## src/hdl/atan2_polynomial_approx_unit_defines.svh

```systemverilog
// Assertion macros for the atan2 polynomial approximation unit.
`ifndef ATAN2_POLYNOMIAL_APPROX_UNIT_DEFINES_SVH
`define ATAN2_POLYNOMIAL_APPROX_UNIT_DEFINES_SVH

// same-cycle implication, checked out of reset
`define A2P_CHK(lbl, ante, cons, msg) \
  lbl: assert property (@(posedge clk) disable iff (!rst_n) (ante) |-> (cons)) else $error(msg);

// next-cycle implication, checked out of reset
`define A2P_CHK_NXT(lbl, ante, cons, msg) \
  lbl: assert property (@(posedge clk) disable iff (!rst_n) (ante) |=> (cons)) else $error(msg);

`endif

```

## src/hdl/a2p_pkg.sv

```systemverilog
// Types and constants for the atan2 polynomial approximation unit.
package a2p_pkg;

  localparam int COORD_WIDTH     = 16;
  localparam int RATIO_FRAC_BITS = 15;

  localparam int ANGLE_W    = 16;
  localparam int ANGLE_FRAC = 13;
  localparam int COEF_FRAC  = 30;
  localparam int COEF_W     = 30;

  localparam int MAG_W   = COORD_WIDTH;
  localparam int RATIO_W = RATIO_FRAC_BITS + 1;
  localparam int PROD_W  = COEF_W + RATIO_W;
  localparam int RND_SH  = COEF_FRAC + RATIO_FRAC_BITS - ANGLE_FRAC;
  localparam int POLY_W  = ANGLE_W - 1;

  localparam logic [COEF_W-1:0] C1_Q30 = COEF_W'(1044100225);
  localparam logic [COEF_W-1:0] C2_Q30 = COEF_W'(206102542);

  localparam logic signed [ANGLE_W:0] PI_Q13      = (ANGLE_W+1)'(25736);
  localparam logic signed [ANGLE_W:0] HALF_PI_Q13 = (ANGLE_W+1)'(12868);

  // input register, one divider stage per quotient bit, four poly stages, output
  localparam int LATENCY = RATIO_FRAC_BITS + 7;

  typedef enum logic [2:0] {
    BR_ZERO,
    BR_XZ_POS,
    BR_XZ_NEG,
    BR_XDOM,
    BR_YDOM
  } branch_t;

  typedef struct packed {
    logic    vld;
    branch_t br;
    logic    zneg;
    logic    xn;
    logic    yn;
  } side_t;

endpackage

```

## src/hdl/atan2_polynomial_approx_unit.sv

```systemverilog
// A start passes the input, divider, poly and output registers to out_valid.
// Throughput: one beat per cycle; busy stays low, the pipeline never stalls.
// Depth is set by the restoring divider, one quotient bit per stage (16 stages).
// Reset (rst_n low, synchronous) clears every stage valid bit; data regs keep junk.
`include "atan2_polynomial_approx_unit_defines.svh"

module atan2_polynomial_approx_unit
  import a2p_pkg::*;
(
  input  logic                      clk,
  input  logic                      rst_n,
  input  logic                      start,
  output logic                      busy,
  input  logic signed [COORD_WIDTH-1:0] in_y_coord,
  input  logic signed [COORD_WIDTH-1:0] in_x_coord,
  output logic                      out_valid,
  output logic signed [ANGLE_W-1:0] out_angle
);

  localparam int F = RATIO_FRAC_BITS;

  // ---------------- input stage ----------------
  logic             yn, xn;
  logic [MAG_W-1:0] ym, xm;
  side_t            s0_sb_nxt, s0_sb_r;
  logic [MAG_W-1:0] s0_num_nxt, s0_num_r, s0_den_nxt, s0_den_r;

  assign busy = 1'b0;

  always_comb begin
    yn = in_y_coord[COORD_WIDTH-1];
    xn = in_x_coord[COORD_WIDTH-1];
    ym = yn ? MAG_W'(-in_y_coord) : MAG_W'(in_y_coord);
    xm = xn ? MAG_W'(-in_x_coord) : MAG_W'(in_x_coord);
    s0_sb_nxt.vld  = start;
    s0_sb_nxt.xn   = xn;
    s0_sb_nxt.yn   = yn;
    s0_sb_nxt.zneg = yn ^ xn;
    s0_num_nxt     = xm;
    s0_den_nxt     = ym;
    if (xm == '0) begin
      if (ym == '0) begin
        s0_sb_nxt.br = BR_ZERO;
      end else if (yn) begin
        s0_sb_nxt.br = BR_XZ_NEG;
      end else begin
        s0_sb_nxt.br = BR_XZ_POS;
      end
    end else if (xm > ym) begin
      s0_sb_nxt.br   = BR_XDOM;
      s0_sb_nxt.zneg = (ym != '0) && (yn ^ xn);
      s0_num_nxt     = ym;
      s0_den_nxt     = xm;
    end else begin
      s0_sb_nxt.br = BR_YDOM;
    end
  end

  always_ff @(posedge clk) begin
    if (!rst_n) begin
      s0_sb_r.vld <= 1'b0;
    end else begin
      s0_sb_r.vld <= s0_sb_nxt.vld;
    end
  end

  always_ff @(posedge clk) begin
    s0_sb_r.br   <= s0_sb_nxt.br;
    s0_sb_r.zneg <= s0_sb_nxt.zneg;
    s0_sb_r.xn   <= s0_sb_nxt.xn;
    s0_sb_r.yn   <= s0_sb_nxt.yn;
    s0_num_r     <= s0_num_nxt;
    s0_den_r     <= s0_den_nxt;
  end

  // ---------------- restoring divider, one quotient bit per stage ----------------
  side_t              dv_sb_r  [0:F];
  logic [MAG_W-1:0]   dv_rem_r [0:F];
  logic [MAG_W-1:0]   dv_den_r [0:F];
  logic [RATIO_W-1:0] dv_q_r   [0:F];

  for (genvar j = 0; j <= F; j++) begin : g_div
    side_t              sb_in;
    logic [MAG_W-1:0]   rem_in, den_in;
    logic [RATIO_W-1:0] q_in;
    logic [MAG_W:0]     shifted, trial;
    logic               take;

    if (j == 0) begin : g_first
      always_comb begin
        sb_in   = s0_sb_r;
        rem_in  = s0_num_r;
        den_in  = s0_den_r;
        q_in    = '0;
        shifted = {1'b0, rem_in};
      end
    end else begin : g_next
      always_comb begin
        sb_in   = dv_sb_r[j-1];
        rem_in  = dv_rem_r[j-1];
        den_in  = dv_den_r[j-1];
        q_in    = dv_q_r[j-1];
        shifted = {rem_in, 1'b0};
      end
    end

    always_comb begin
      trial = shifted - {1'b0, den_in};
      take  = !trial[MAG_W];
    end

    always_ff @(posedge clk) begin
      if (!rst_n) begin
        dv_sb_r[j].vld <= 1'b0;
      end else begin
        dv_sb_r[j].vld <= sb_in.vld;
      end
    end

    always_ff @(posedge clk) begin
      dv_sb_r[j].br   <= sb_in.br;
      dv_sb_r[j].zneg <= sb_in.zneg;
      dv_sb_r[j].xn   <= sb_in.xn;
      dv_sb_r[j].yn   <= sb_in.yn;
      dv_rem_r[j]     <= take ? trial[MAG_W-1:0] : shifted[MAG_W-1:0];
      dv_den_r[j]     <= den_in;
      dv_q_r[j]       <= {q_in[RATIO_W-2:0], take};
    end
  end

  // ---------------- polynomial ----------------
  side_t              sq_sb_r, tm_sb_r, in_sb_r, pp_sb_r;
  logic [RATIO_W-1:0] sq_m_r, tm_m_r, in_m_r;
  logic [RATIO_W-1:0] sq_m2_r;
  logic [COEF_W-1:0]  tm_t_r, in_inner_r;
  logic [PROD_W-1:0]  pp_p_r;

  logic [2*RATIO_W-1:0]    sq_prod;
  logic [COEF_W+RATIO_W-1:0] t_prod;

  assign sq_prod = (2*RATIO_W)'(dv_q_r[F]) * (2*RATIO_W)'(dv_q_r[F]);
  assign t_prod  = PROD_W'(C2_Q30) * PROD_W'(sq_m2_r);

  always_ff @(posedge clk) begin
    if (!rst_n) begin
      sq_sb_r.vld <= 1'b0;
      tm_sb_r.vld <= 1'b0;
      in_sb_r.vld <= 1'b0;
      pp_sb_r.vld <= 1'b0;
    end else begin
      sq_sb_r.vld <= dv_sb_r[F].vld;
      tm_sb_r.vld <= sq_sb_r.vld;
      in_sb_r.vld <= tm_sb_r.vld;
      pp_sb_r.vld <= in_sb_r.vld;
    end
  end

  always_ff @(posedge clk) begin
    {sq_sb_r.br, sq_sb_r.zneg, sq_sb_r.xn, sq_sb_r.yn} <=
      {dv_sb_r[F].br, dv_sb_r[F].zneg, dv_sb_r[F].xn, dv_sb_r[F].yn};
    {tm_sb_r.br, tm_sb_r.zneg, tm_sb_r.xn, tm_sb_r.yn} <=
      {sq_sb_r.br, sq_sb_r.zneg, sq_sb_r.xn, sq_sb_r.yn};
    {in_sb_r.br, in_sb_r.zneg, in_sb_r.xn, in_sb_r.yn} <=
      {tm_sb_r.br, tm_sb_r.zneg, tm_sb_r.xn, tm_sb_r.yn};
    {pp_sb_r.br, pp_sb_r.zneg, pp_sb_r.xn, pp_sb_r.yn} <=
      {in_sb_r.br, in_sb_r.zneg, in_sb_r.xn, in_sb_r.yn};
    sq_m_r     <= dv_q_r[F];
    sq_m2_r    <= sq_prod[2*F:F];
    tm_m_r     <= sq_m_r;
    tm_t_r     <= t_prod[F +: COEF_W];
    in_m_r     <= tm_m_r;
    in_inner_r <= C1_Q30 - tm_t_r;
    pp_p_r     <= PROD_W'(in_inner_r) * PROD_W'(in_m_r);
  end

  // ---------------- round, sign and quadrant offset ----------------
  logic [PROD_W:0]            rnd_sum;
  logic signed [ANGLE_W:0]    mag_s, a_s, ang_nxt;
  logic                       out_valid_r;
  logic signed [ANGLE_W-1:0]  out_angle_r;

  always_comb begin
    rnd_sum = {1'b0, pp_p_r} + ((PROD_W+1)'(1) << (RND_SH - 1));
    mag_s   = signed'((ANGLE_W+1)'(rnd_sum[RND_SH +: POLY_W]));
    a_s     = pp_sb_r.zneg ? -mag_s : mag_s;
    unique case (pp_sb_r.br)
      BR_ZERO:   ang_nxt = '0;
      BR_XZ_POS: ang_nxt = HALF_PI_Q13;
      BR_XZ_NEG: ang_nxt = -HALF_PI_Q13;
      BR_XDOM: begin
        if (!pp_sb_r.xn) begin
          ang_nxt = a_s;
        end else if (!pp_sb_r.yn) begin
          ang_nxt = a_s + PI_Q13;
        end else begin
          ang_nxt = a_s - PI_Q13;
        end
      end
      BR_YDOM: begin
        if (!pp_sb_r.yn) begin
          ang_nxt = HALF_PI_Q13 - a_s;
        end else begin
          ang_nxt = -a_s - HALF_PI_Q13;
        end
      end
      default: ang_nxt = '0;
    endcase
  end

  always_ff @(posedge clk) begin
    if (!rst_n) begin
      out_valid_r <= 1'b0;
    end else begin
      out_valid_r <= pp_sb_r.vld;
    end
  end

  always_ff @(posedge clk) begin
    out_angle_r <= ang_nxt[ANGLE_W-1:0];
  end

  assign out_valid = out_valid_r;
  assign out_angle = out_angle_r;

  // ---------------- checks ----------------
  `A2P_CHK(a_angle_range, out_valid_r, (out_angle_r >= -$signed(PI_Q13[ANGLE_W-1:0])) && (out_angle_r <= $signed(PI_Q13[ANGLE_W-1:0])), "angle out of range")
  `A2P_CHK(a_fixed_latency, out_valid_r, $past(start, LATENCY), "result without matching start")
  `A2P_CHK(a_origin_zero, out_valid_r && $past(start && (in_x_coord == '0) && (in_y_coord == '0), LATENCY), out_angle_r == '0, "origin must give zero")
  `A2P_CHK_NXT(a_last_stage, pp_sb_r.vld, out_valid_r, "beat lost in last stage")

endmodule
```

## config.mk

```make
export PLATFORM = sky130hd
export DESIGN_NAME = atan2_polynomial_approx_unit
export DESIGN_NICKNAME = d
export VERILOG_FILES = /design/src/hdl/a2p_pkg.sv /design/src/hdl/atan2_polynomial_approx_unit.sv
export VERILOG_INCLUDE_DIRS = /design/src /design/src/hdl
export SDC_FILE = /design/constraint.sdc
export NUM_CORES = 2
export LEC_CHECK = 0
export BUFFER_PORTS_ARGS = -buffer_cell sky130_fd_sc_hd__buf_2
export CAP_MARGIN = 20
export CORE_ASPECT_RATIO = 0.5
export CORE_MARGIN = 2
export CORE_UTILIZATION = 56
export CTS_CLUSTER_SIZE = 14
export DETAILED_ROUTE_END_ITERATION = 10
export PLACE_DENSITY_LB_ADDON = 0.3
export SETUP_SLACK_MARGIN = 0.2
export SKIP_LAST_GASP = 1
export SYNTH_ARGS = -nofsm -noshare
export SYNTH_HDL_FRONTEND = slang
export SYNTH_SLANG_ARGS = --single-unit
```

## constraint.sdc

```tcl
create_clock -name clk -period 11 [get_ports clk]
set_input_delay 0.55 -clock clk [delete_from_list [all_inputs] [get_ports clk]]
set_output_delay 0.55 -clock clk [all_outputs]
set_load 0.01 [all_outputs]
```

# Yosys cells after proc, flatten, opt, wreduce, memory -nomap -nowiden
# Memories as Yosys holds them, arrays and structs flattened.
# Index checks and enable logic that the tools add are counted.
[classes]
addsub = 26
n_mul = 3
order_cmp = 1
eq_ne = 4
mux = 51
bitwise_logic = 17
reduce_logical = 20
[ops]
columns = ["cell", "count"]
rows = [
  ["$mux W16", 26],
  ["$sub A17 B16 Y17", 15],
  ["$pmux W16 S4", 1],
  ["$neg A16 Y16", 3],
  ["$add A46 B32 Y47 const B", 1],
  ["$mul A30 B16 Y46", 1],
  ["$mul A27 B16 Y43 const A", 1],
  ["$logic_not A16 Y1", 2],
  ["$mul A16 B16 Y31", 1],
  ["$sub A30 B29 Y30 const A", 1],
  ["$mux W1", 20],
  ["$sub A16 B16 Y17", 1],
  ["$add A16 B16 Y16 const B", 1],
  ["$gt A16 B16 Y1", 1],
  ["$logic_not A1 Y1", 16],
  ["$neg A15 Y16", 1],
  ["$or A1 B1 Y1", 16],
  ["$reduce_bool A16 Y1", 1],
  ["$sub A15 B16 Y16 const A", 1],
  ["$sub A16 B15 Y16 const B", 1],
  ["$sub A16 B16 Y16 const B", 1],
  ["$mux W3", 3],
  ["$eq A3 B2 Y1 const B", 2],
  ["$eq A3 B1 Y1 const B", 1],
  ["4 further kinds", 4],
]
[word_totals]
regBits = 253
ram_bits = 880
in_bits = 35
output_inout_bits = 18
n_memories = 4
[memory_table]
columns = ["memory", "depth", "width", "rd", "rd_ports_with_merged_regs", "wr", "line_no", "source"]
rows = [
  ["dv_den_r", 16, 16, 15, 0, 16, "atan2_polynomial_approx_unit.sv:79", "logic [MAG_W-1:0] dv_den_r [0:F];"],
  ["dv_q_r", 16, 16, 16, 0, 16, "atan2_polynomial_approx_unit.sv:80", "logic [RATIO_W-1:0] dv_q_r [0:F];"],
  ["dv_rem_r", 16, 16, 15, 0, 16, "atan2_polynomial_approx_unit.sv:78", "logic [MAG_W-1:0] dv_rem_r [0:F];"],
  ["dv_sb_r", 16, 7, 16, 0, 16, "atan2_polynomial_approx_unit.sv:77", "side_t dv_sb_r [0:F];"],
]

# Longest topological paths before layout
[depth]
depth_word = 7
depth_mapped = 27
mapped_depth_nobuf = 26

# Least setup slack after synthesis
# Ideal clock, no wire load.
[synth_path]
path_kind = "reg-to-reg"
startpoint = "register in_m_r[1]"
endpoint = "register pp_p_r[44]"
setup_ps = 72
arrival_ps = 6258
t_required_ps = 10928
path_slack_ps = 4670
path_stages_with_launch = 25
path_buffers = 2
period_less_slack_ps = 6330
path_cell_list = "dfxtp_1 clkbuf_1 clkbuf_1 nand2_1 fa_1 fa_1 fa_1 inv_1 fa_1 fa_1 inv_1 fa_1 inv_1 ha_1 a21o_1 a21o_1 a21oi_1 nand2_1 a211oi_1 nor4_1 a211oi_1 o21ai_0 or2_2 a21oi_1 xnor2_1"
[synth_via]
elab_chain_len = 1
[synth_rtl]
columns = ["element", "line_no", "source"]
rows = [
  ["start: declaration", "atan2_polynomial_approx_unit.sv:133", "logic [RATIO_W-1:0] sq_m_r, tm_m_r, in_m_r;"],
  ["start signal: assignment", "atan2_polynomial_approx_unit.sv:171", "in_m_r <= tm_m_r;"],
  ["$mul A30 B16 Y46", "atan2_polynomial_approx_unit.sv:173", "pp_p_r <= PROD_W'(in_inner_r) * PROD_W'(in_m_r);"],
  ["end signal: assignment", "atan2_polynomial_approx_unit.sv:173", ""],
  ["end: declaration", "atan2_polynomial_approx_unit.sv:136", "logic [PROD_W-1:0] pp_p_r;"],
]
# Every way passes these cells.
# A chain may end at the register's enable or synchronous reset.

# Worst setup path in the final report
[layout_path]
startpoint = "register in_m_r[4]"
endpoint = "register pp_p_r[44]"
# The elaborated chain is that of the path after synthesis.

==> results.yml <==
synthesis:
  avgSynthCellArea_um2: 9.80
  ys_ff_latch: 950
  synth_cell_types: 88
  yosys.area.top_type: "dfxtp_1"
  postSynth.asyncResetShare_pct: 0
  yosysWarnings: 0
  synth_edf_count: 0
  syn_area_um2: 63200
  netlist_instances: 6449
  syn-num-nets: 7786
  ys_seq_area_share_pct: 30.1
  synthFlopType: "dfxtp_1"
  yosysTopAreaCellShare_pct: 30.1
  ys_top_cells_by_area: "dfxtp_1 30%, fa_1 20%, ha_1 13%"
floorplanning:
  start_util_pct: 56.2
  die_w_um: 479
  rows: 87
  ioPinCount: 53
  core_um2: 112000
  die-area_um2: 116000
  die_h_um: 242
routing:
  dr.pass1.iters: 6
  routed_via_density: 5.28
  drc_errors: 0
  drt_iter0_drc: 2405
  antenna_left: 0
  wire_per_inst_um: 16.0
  drt-total-wl_um: 129000
  via_count: 42500
global_routing:
  grt_pass1_vias: 45400
  antenna_found_initial: 0
  grt_util_all_layers_pct: 22.8
  grt_max_degree: 35
  grt_pass1_wl_um: 218000
  grt-ovfl-total: 0
setup_path:
  cp.arrival_ns: 8.00
  cp-end-kind: "flop"
  crit_fanout: 30
  reg2reg_from: "in_m_r[4]"
  worstPathRequired_ns: 11.58
  cp-start-kind: "flop"
  crit_start: "in_m_r[4]"
  path_class: "flop to flop"
  r2r_end: "pp_p_r[44]"
  rr_worst_depth: 23
  endpoint: "pp_p_r[44]"
  r2r_setup_slack_ns: 3.59
sta:
  setup_viol: 0
  hold_viol_final: 0
  rsz0062_at_grt: "no"
  drv_slew: 0
  tns_ns: 0
  fin_crit_ns: 7.41
  clock_skew_ns: 0.0333
  worst_pin_slew_ns: 1.11
  fmax_mhz: 135
  post-route-period-util_pct: 67.4
  max_slew_margin_pct: 26.2
hold_path:
  min_path_type: "input port to flop"
  hold_path_depth: 2
layout:
  final_cell_mix: "1168 x inv_1, 950 x dfxtp_1, 661 x ha_1"
  final_cell_count_no_fill: 8041
  nets: 7817
  drive_above_1_share_pct: 6.53
  final_common_cell: "inv_1"
  syn_to_final_growth_pct: 7.61
cts:
  cts.repair.resized: 0
  cts_buffers: 87
  cts_tree: "done"
  clockBufferDepth: 3
  clkLatencyLatePin_ns: 0.67
  cts_root_buf: "clkbuf_16"
  clk_pin_slew_ns: 0.07
  cts_setup_buffers: 0
  postCtsHoldBufs: 0
  clock-sinks: 950
  htree_levels: 3
placed_design:
  io_buffers: 51
  place_congestion: 0.913
  place.detailed.hpwl_um: 101000
  dp_cells: 7897
flow_run:
  cap_violations: 0
outcome:
  outcome: "completed"
==> logic make-up (layout without fill, tap and decap cells) <==
group / Yosys count / count (layout) / synth area share, %
AOI/OAI and AO/OA: 739 / 739 / 7.47
xor gates and xnor gates: 338 / 338 / 4.70
adders and majority gates: 1302 / 1302 / 33.4
buffers and inverters: 1311 / 1389 / 7.84
DFF: 950 / 950 / 30.1
muxes: 258 / 258 / 4.46
other: 1 / 2 / 0.00593
and+or+nand+nor: 1550 / 1550 / 12.0
==> sequential cells by signal, summed over array words and instances (netlist names) <==
name	cells
dv_sb_r	112
tm_t_r	29
in_sb_r	7
sq_m2_r	16
g_div.rem_in	16
tm_m_r	16
out_valid	1
dv_q_r	136
dv_rem_r	240
pp_p_r	15
pp_sb_r	7
dv_den_r	240
in_inner_r	30
tm_sb_r	7
g_div.sb_in	7
g_div.den_in	16
sq_sb_r	7
out_angle	16
in_m_r	16
sq_m_r	16
==> worst min path at each step <==
| stage | startpoint | endpoint | slack, ns |
|---|---|---|---|
| after global placement | dv_q_r[1][48] | dv_q_r[1][65] | 0.31 |
| after floorplan | dv_q_r[0][83] | dv_q_r[0][100] | 0.31 |
| after CTS | start | g_div[0].sb_in[6] | 0.02 |
| final | start | g_div[0].sb_in[6] | 0.09 |
| after detailed placement | dv_q_r[1][3] | dv_q_r[1][20] | 0.31 |
| after global routing | start | g_div[0].sb_in[6] | 0.08 |
==> cell usage after synthesis (all sizes together), types with 44 or more instances <==
cell type,instances
inv,1169
dfxtp,950
ha,661
fa,641
nand2,525
and2,295
nor2,274
xnor2,241
a21oi,218
mux2,189
o21ai,154
clkbuf,124
xor2,97
nor3,95
nand3,89
nor2b,88
a21o,74
mux2i,69
a211oi,51
or3,44
==> cell type report <==
class	count	area, um2
clock inverters	26	304
repair buffers	82	752
diodes	1	2.50
well taps	1513	1890
clock buffers	110	2400
inverters	1171	4400
multi-input cells	4188	39200
fillers	9345	44300
flip-flops and latches	950	19000
==> per-layer routing <==
metal | global-route usage, % | wire length (um)
met2 | 40.3 | 63600
met5 | 0 | 0
met3 | 3.53 | 7340
met4 | 6.65 | 3170
met1 | 28.7 | 54900
==> worst max-delay path, cell delays in order, from the launching register on <==
cell and delay [ns]:
dfxtp_1 1.05, and2_1 0.28, fa_1 0.41, inv_1 0.08
fa_1 0.46, fa_1 0.52, inv_1 0.05, fa_1 0.48
fa_1 0.49, inv_1 0.05, fa_1 0.48, inv_1 0.04
ha_1 0.32, a21o_1 0.17, a21o_1 0.22, a21oi_1 0.23
nand2_1 0.08, a211oi_1 0.34, nor4_1 0.15, a211oi_1 0.49
o21ai_0 0.25, or2_2 0.34, a21oi_1 0.18, xnor2_1 0.15
==> metrics by stage <==
stage               cell area, um2  util (%)  setup slack [ns]  hold WS, ns
CTS                          67800      60.4              3.59       0.0218
floorplan                    63200         -              4.67        0.310
finish                       68000      60.5              3.59       0.0884
global placement             64900      57.8              3.56        0.310
detailed placement           65100      58.0              3.60        0.312
global route                 68000      60.5              3.27       0.0825
Power is left out: the tool's default activity adds up to more than one toggle a clock period on the data nets, which glitch-free logic cannot reach.
